[config.mk]
export PLATFORM = sky130hd
export DESIGN_NAME = qat_parse
export DESIGN_NICKNAME = d
export VERILOG_FILES = /design/src/hw/rtl/qat_pkg.sv /design/src/hw/rtl/qat_parse.sv
export SDC_FILE = /design/constraint.sdc
export NUM_CORES = 1
export LEC_CHECK = 0
export ABC_AREA = 1
export BUFFER_PORTS_ARGS = -buffer_cell sky130_fd_sc_hd__buf_4
export CORE_UTILIZATION = 49
export DETAILED_ROUTE_END_ITERATION = 8
export PLACE_DENSITY = 0.85
export SLEW_MARGIN = 20
export SYNTH_ARGS = -nofsm -noshare
export SYNTH_HDL_FRONTEND = slang
export SYNTH_SLANG_ARGS = --single-unit
[constraint.sdc]
create_clock -name vclk -period 1.1
set_clock_uncertainty 0.1 [all_clocks]
set_input_delay 0.11 -clock vclk [all_inputs]
set_output_delay 0.11 -clock vclk [all_outputs]
set_load 0.01 [all_outputs]
[src/hw/rtl/qat_pkg.sv]
// Package for the quoted argument tokenizer: character codes, parse modes,
// result kinds and the structs passed between the tokenizer modules.
// No dependencies.
package qat_pkg;

   localparam int unsigned ARG_LIMIT_DEFAULT = 64;

   localparam int unsigned CH_W    = 8;
   localparam int unsigned KIND_W  = 2;
   localparam int unsigned COUNT_W = 7;
   localparam int unsigned MODE_W  = 3;

   localparam logic [CH_W-1:0] CH_NUL    = 8'h00;
   localparam logic [CH_W-1:0] CH_SQUOTE = 8'h27;
   localparam logic [CH_W-1:0] CH_DQUOTE = 8'h22;
   localparam logic [CH_W-1:0] CH_BSLASH = 8'h5C;
   localparam logic [CH_W-1:0] CH_SPACE  = 8'h20;
   localparam logic [CH_W-1:0] CH_TAB    = 8'h09;

   localparam logic [MODE_W-1:0] MODE_BLANK = 3'd0;
   localparam logic [MODE_W-1:0] MODE_UNQ   = 3'd1;
   localparam logic [MODE_W-1:0] MODE_SQ    = 3'd2;
   localparam logic [MODE_W-1:0] MODE_DQ    = 3'd3;
   localparam logic [MODE_W-1:0] ESC_BIT    = 3'd4;

   localparam logic [KIND_W-1:0] KIND_LIT = 2'd0;
   localparam logic [KIND_W-1:0] KIND_SEP = 2'd1;
   localparam logic [KIND_W-1:0] KIND_END = 2'd2;

   typedef struct packed {
      logic [KIND_W-1:0]  kind;
      logic [CH_W-1:0]    data;
      logic [COUNT_W-1:0] arg_count;
      logic               quote_error;
   } qat_result_type;

   typedef struct packed {
      logic               emit;
      qat_result_type     result;
      logic [MODE_W-1:0]  mode;
      logic [COUNT_W-1:0] count;
   } qat_step_type;

endpackage

[src/hw/rtl/qat_parse.sv]
// Combinational parse step: next mode, next word count and the result for
// one byte. Depends on qat_pkg.
module qat_parse import qat_pkg::*; #(
   parameter int unsigned ARG_LIMIT = ARG_LIMIT_DEFAULT
) (
   input  logic [MODE_W-1:0]  mode,
   input  logic [COUNT_W-1:0] count,
   input  logic [CH_W-1:0]    ch,
   input  logic               line_end,
   output qat_step_type       step
);

   localparam int unsigned COUNT_MAX = (1 << COUNT_W) - 1;
   localparam logic [COUNT_W-1:0] COUNT_CAP =
      (ARG_LIMIT > COUNT_MAX) ? COUNT_W'(COUNT_MAX) : COUNT_W'(ARG_LIMIT);

   logic            eol;
   logic            blank;
   logic [CH_W-1:0] close_quote;

   assign eol         = line_end || (ch == CH_NUL);
   assign blank       = (ch == CH_SPACE) || (ch == CH_TAB);
   assign close_quote = (mode == MODE_SQ) ? CH_SQUOTE : CH_DQUOTE;

   always_comb begin
      step        = '0;
      step.mode   = mode;
      step.count  = count;
      if (eol) begin
         step.emit                = 1'b1;
         step.result.kind         = KIND_END;
         step.result.arg_count    = count;
         step.result.quote_error  = (mode != MODE_BLANK) && (mode != MODE_UNQ);
         step.mode                = MODE_BLANK;
         step.count               = '0;
      end else begin
         unique case (mode)
            MODE_BLANK: begin
               if (!blank) begin
                  if (count < COUNT_CAP) begin
                     step.count = count + COUNT_W'(1);
                  end
                  priority if (ch == CH_SQUOTE) begin
                     step.mode = MODE_SQ;
                  end else if (ch == CH_DQUOTE) begin
                     step.mode = MODE_DQ;
                  end else if (ch == CH_BSLASH) begin
                     step.mode = MODE_UNQ | ESC_BIT;
                  end else begin
                     step.mode        = MODE_UNQ;
                     step.emit        = 1'b1;
                     step.result.kind = KIND_LIT;
                     step.result.data = ch;
                  end
               end
            end
            MODE_UNQ: begin
               priority if (ch == CH_SQUOTE) begin
                  step.mode = MODE_SQ;
               end else if (ch == CH_DQUOTE) begin
                  step.mode = MODE_DQ;
               end else if (ch == CH_BSLASH) begin
                  step.mode = MODE_UNQ | ESC_BIT;
               end else if (blank) begin
                  step.mode        = MODE_BLANK;
                  step.emit        = 1'b1;
                  step.result.kind = KIND_SEP;
               end else begin
                  step.emit        = 1'b1;
                  step.result.kind = KIND_LIT;
                  step.result.data = ch;
               end
            end
            MODE_SQ, MODE_DQ: begin
               priority if (ch == close_quote) begin
                  step.mode = MODE_UNQ;
               end else if (ch == CH_BSLASH) begin
                  step.mode = mode | ESC_BIT;
               end else begin
                  step.emit        = 1'b1;
                  step.result.kind = KIND_LIT;
                  step.result.data = ch;
               end
            end
            default: begin
               // Escaped modes: the byte is taken literally.
               step.mode        = mode ^ ESC_BIT;
               step.emit        = 1'b1;
               step.result.kind = KIND_LIT;
               step.result.data = ch;
            end
         endcase
      end
   end

endmodule

==> metrics.txt, run 1 <==
# TYPE chip_impl_metric gauge
chip_impl_info{name="lastStage",value="3_5_place_dp"} 1
chip_impl_info{name="synthDominantAreaCellType",value="sky130_fd_sc_hd__nand2_1"} 1
chip_impl_metric{name="proportion_of_synthesized_chip_area_in_sequential_cells",unit="%"} 0
chip_impl_metric{name="top_level_ports",unit=""} 48
chip_impl_metric{name="place_congestion",unit=""} 0.9285
chip_impl_metric{name="die_height",unit="µm"} 45.79
chip_impl_info{name="yosys-top-cells-area",value="sky130_fd_sc_hd__nand2_1 (19%), sky130_fd_sc_hd__nor2_1 (15%), sky130_fd_sc_hd__inv_1 (14%)"} 1
chip_impl_metric{name="numPortBuffers",unit=""} 48
chip_impl_metric{name="synth_area",unit="µm²"} 939.7
chip_impl_metric{name="dp_wirelength",unit="µm"} 4157
chip_impl_metric{name="yosysUniqueCellTypes",unit=""} 24
chip_impl_metric{name="syn_inst_count",unit=""} 195
chip_impl_info{name="toolErrorMsg",value="[ERROR DPL-0033] detailed placement checks failed during check placement."} 1
chip_impl_metric{name="synth_top_cell_area_share",unit="%"} 19.17
chip_impl_metric{name="die_w",unit="µm"} 45.79
chip_impl_metric{name="synth.yosys.warnings",unit=""} 0
chip_impl_info{name="status",value="did not finish"} 1
chip_impl_metric{name="avg_synthesized_cell_area",unit="µm²"} 4.819
chip_impl_metric{name="synth_nets",unit=""} 215
chip_impl_info{name="synth_common_cells",value="sky130_fd_sc_hd__nand2_1 (48), sky130_fd_sc_hd__nor2_1 (38), sky130_fd_sc_hd__inv_1 (35)"} 1
chip_impl_metric{name="fp-row-count",unit=""} 15
chip_impl_metric{name="floorplan.initialDensity",unit="%"} 53.26
chip_impl_info{name="post-synth-top-count-cell",value="sky130_fd_sc_hd__nand2_1"} 1
-- cell families after synthesis --
family,Yosys count,synth area share (%)
simple gates,127,65.78
compound gates,23,14.11
buf+inv,44,18.77
fa+ha+maj,1,1.331
-- per-stage QoR --
step / hold slack, ns / std cells / setup TNS [ns] / area, µm²
after global placement: 0.4507 / 310 / -10.12 / 1747
after floorplan: 0.1744 / 195 / -0.01296 / 1021
==> inputs of run 2 (changes only) <==
CORE_AREA = 2 2 63 65   (was default)
CORE_UTILIZATION = default   (was 49)
DIE_AREA = 0 0 65 67   (was default)
PLACE_DENSITY = default   (was 0.85)
PLACE_DENSITY_LB_ADDON = 0.15   (was default)
==> run 2 against run 1 <==
- the flow now finishes, with violations (setup timing)
- synthesized cell count is the same
- area after synthesis is the same
==> metrics.txt, run 2 <==
# TYPE chip_impl_metric gauge
chip_impl_metric{name="yosysUniqueCellTypes",unit=""} 24
chip_impl_metric{name="final_nets",unit=""} 323
chip_impl_metric{name="global_route.usage.met2",unit="%"} 34.41
chip_impl_info{name="layout_common_cells",value="sky130_fd_sc_hd__buf_4 (72), sky130_fd_sc_hd__nand2_1 (33), sky130_fd_sc_hd__buf_6 (28)"} 1
chip_impl_metric{name="avg_synthesized_cell_area",unit="µm²"} 4.819
chip_impl_metric{name="detailedRoute.firstIterationViolations",unit=""} 68
chip_impl_metric{name="fp-row-count",unit=""} 22
chip_impl_info{name="hold_path.class",value="input pin to output pin"} 1
chip_impl_metric{name="wirelength",unit="µm"} 4238
chip_impl_metric{name="vias_per_cell",unit=""} 4.559
chip_impl_metric{name="synth.yosys.warnings",unit=""} 0
chip_impl_metric{name="die_height",unit="µm"} 67
chip_impl_metric{name="min_period",unit="ns"} 1.473
chip_impl_info{name="critical_path.cell_chain",value="buf_8, nor2_4, nand2_2, nor2_4, o21ai_2, buf_4, nand3_1, nand3_2, nand2_1, inv_1, buf_4"} 1
chip_impl_metric{name="required",unit="ns"} 0.89
chip_impl_metric{name="detail_route.wl_per_cell",unit="µm"} 12.14
chip_impl_metric{name="sequential_cell_area",unit="µm²"} 0
chip_impl_metric{name="dp_wirelength",unit="µm"} 2734
chip_impl_metric{name="post-place-cells",unit=""} 335
chip_impl_metric{name="proportion_of_synthesized_chip_area_in_sequential_cells",unit="%"} 0
chip_impl_metric{name="hold_fix_buffers_at_cts",unit=""} 0
chip_impl_metric{name="layout.clock_buffers",unit=""} 0
chip_impl_metric{name="worst_slew_pin_slew",unit="ns"} 0.2677
chip_impl_metric{name="place_congestion",unit=""} 0.8122
chip_impl_metric{name="grtUsageTotal",unit="%"} 18.36
chip_impl_metric{name="design.die.area",unit="µm²"} 4355
chip_impl_metric{name="worstPathBufferInverterCount",unit=""} 4
chip_impl_metric{name="num_antenna_cells",unit=""} 0
chip_impl_metric{name="report.final.slew_viol_count",unit=""} 0
chip_impl_metric{name="antenna_found_initial",unit=""} 0
chip_impl_metric{name="top_level_ports",unit=""} 48
chip_impl_metric{name="global_route.usage.met3",unit="%"} 0.5068
chip_impl_metric{name="report.final.hold_viol_count",unit=""} 0
chip_impl_metric{name="worst-path-max-fanout",unit=""} 3
chip_impl_metric{name="die_w",unit="µm"} 65
chip_impl_metric{name="cellPowerDensity",unit="nW/µm²"} 344.2
chip_impl_metric{name="total_power",unit="µW"} 783.3
chip_impl_info{name="synthDominantAreaCellType",value="sky130_fd_sc_hd__nand2_1"} 1
chip_impl_metric{name="fmax",unit="MHz"} 678.9
chip_impl_metric{name="synth_area",unit="µm²"} 939.7
chip_impl_metric{name="layout.cells.non_filler",unit=""} 349
chip_impl_metric{name="vias",unit=""} 1591
chip_impl_metric{name="synth_top_cell_area_share",unit="%"} 19.17
chip_impl_info{name="yosys-top-cells-area",value="sky130_fd_sc_hd__nand2_1 (19%), sky130_fd_sc_hd__nor2_1 (15%), sky130_fd_sc_hd__inv_1 (14%)"} 1
chip_impl_info{name="synth_common_cells",value="sky130_fd_sc_hd__nand2_1 (48), sky130_fd_sc_hd__nor2_1 (38), sky130_fd_sc_hd__inv_1 (35)"} 1
chip_impl_metric{name="numPortBuffers",unit=""} 48
chip_impl_metric{name="fraction_of_final_layout_cells_with_drive_strength_greater_than_1",unit="%"} 66.11
chip_impl_metric{name="grt_max_degree",unit=""} 13
chip_impl_metric{name="synth_nets",unit=""} 215
chip_impl_metric{name="vdd_drop_max",unit="mV"} 0.2070
chip_impl_metric{name="nFlopsAndLatches",unit=""} 0
chip_impl_metric{name="syn_to_final_growth",unit="%"} 142.2
chip_impl_metric{name="placed_area",unit="µm²"} 1790
chip_impl_metric{name="drt_pre_antenna_iters",unit=""} 6
chip_impl_metric{name="postLayoutSetupSlackWorst",unit="ns"} -0.3730
chip_impl_metric{name="stdcell_area",unit="µm²"} 2276
chip_impl_info{name="post-synth-top-count-cell",value="sky130_fd_sc_hd__nand2_1"} 1
chip_impl_metric{name="final.period_utilization",unit="%"} 133.9
chip_impl_metric{name="grt_pass1_vias",unit=""} 1463
chip_impl_metric{name="drc_errors",unit=""} 0
chip_impl_info{name="critical_path.startpoint_type",value="input pin"} 1
chip_impl_metric{name="critical_path.max_stage_delay",unit="ns"} 0.16
chip_impl_info{name="mostFrequentLayoutCell",value="sky130_fd_sc_hd__buf_4"} 1
chip_impl_metric{name="ant_nets",unit=""} 0
chip_impl_metric{name="grt_pass1_wl",unit="µm"} 6430
chip_impl_info{name="rsz0062_at_grt",value="true"} 1
chip_impl_metric{name="global_route.usage.met1",unit="%"} 24.30
chip_impl_metric{name="total_leakage_power",unit="µW"} 0.001186
chip_impl_info{name="criticalPathCategory",value="input pin to output pin"} 1
chip_impl_metric{name="grt.overflow.total",unit=""} 0
chip_impl_info{name="cell_family_contributing_the_most_delay_on_the_critical_path",value="simple AND/OR/NAND/NOR gates"} 1
chip_impl_metric{name="syn_inst_count",unit=""} 195
chip_impl_info{name="critical-path-slowest-cell",value="sky130_fd_sc_hd__nor2_4"} 1
chip_impl_metric{name="floorplan.initialDensity",unit="%"} 26.06
chip_impl_metric{name="slew-limit-headroom",unit="%"} 82.11
chip_impl_metric{name="critical_path_arrival",unit="ns"} 1.26
chip_impl_metric{name="design.core.area",unit="µm²"} 3606
chip_impl_metric{name="setup_viol_count_final",unit=""} 29
chip_impl_info{name="busiest_layer",value="met2"} 1
chip_impl_info{name="crit_path_end_kind",value="output pin"} 1
chip_impl_info{name="failed_checks",value="setup timing"} 1
chip_impl_metric{name="cap_viol_max_count",unit=""} 0
chip_impl_info{name="status",value="finished, violations left"} 1
run 2: per-layer routing:
layer  wire (µm)  vias up
met2        2223       47
met3         231        2
met1        1765      722
li1            -      820
met4          18        0
met5           0        -
run 2: area by class of cell:
type,count,area [µm²]
timing repair inverter,1,11.26
fill,325,1330
tap,48,60.06
inverter,40,178.9
multi-input combinational,153,1055
timing repair buffer,107,970.9
run 2: what timing repair did:
action	4_1_cts	5_1_grt
endpoints found under the setup margin	29	29
cloned	2	1
buffers inserted	5	7
gates resized for setup	55	58
pin swaps	23	25
run 2: tightest hold or removal path, cell delays in order:
cell	delay (ns)
sky130_fd_sc_hd__buf_4	0.08
sky130_fd_sc_hd__inv_1	0.05
sky130_fd_sc_hd__nor2_2	0.07
sky130_fd_sc_hd__buf_4	0.12
run 2: through the flow:
stage	setup TNS (ns)	utilization, %	hold slack [ns]	setup WS [ns]
6_report	-8.252	63.12	0.4492	-0.3730
5_1_grt	-10.15	63.12	0.4722	-0.4660
2_1_floorplan	-0.01296	-	0.1744	-0.01296
3_3_place_gp	-11.73	49.65	0.4586	-0.4785
3_5_place_dp	-11.63	49.65	0.4520	-0.4839
4_1_cts	-7.145	56.21	0.4572	-0.3361
run 2: path summary, 6_finish.rpt:
check	start	end	slack [ns]	cells after the start
setup / recovery	ch[6]	step[23]	-0.37	11
hold / removal	count[5]	step[16]	0.45	4
run 2: where the power goes:
part           total (µW)  internal (µW)  switching, µW
Combinational         783            400            384
Clock                   0              0              0
Sequential              0              0              0
run 2: cells by family (layout without fill, tap and decap cells):
| logic type | after synthesis | in the layout | synth area share, % |
|---|---|---|---|
| AND/OR/NAND/NOR | 127 | 129 | 65.78 |
| buffers and inverters | 44 | 148 | 18.77 |
| AO/OA/AOI/OAI | 23 | 23 | 14.11 |
| adder cells (fa/ha/maj) | 1 | 1 | 1.331 |
Note: power is estimated with default switching activity, not from simulation.
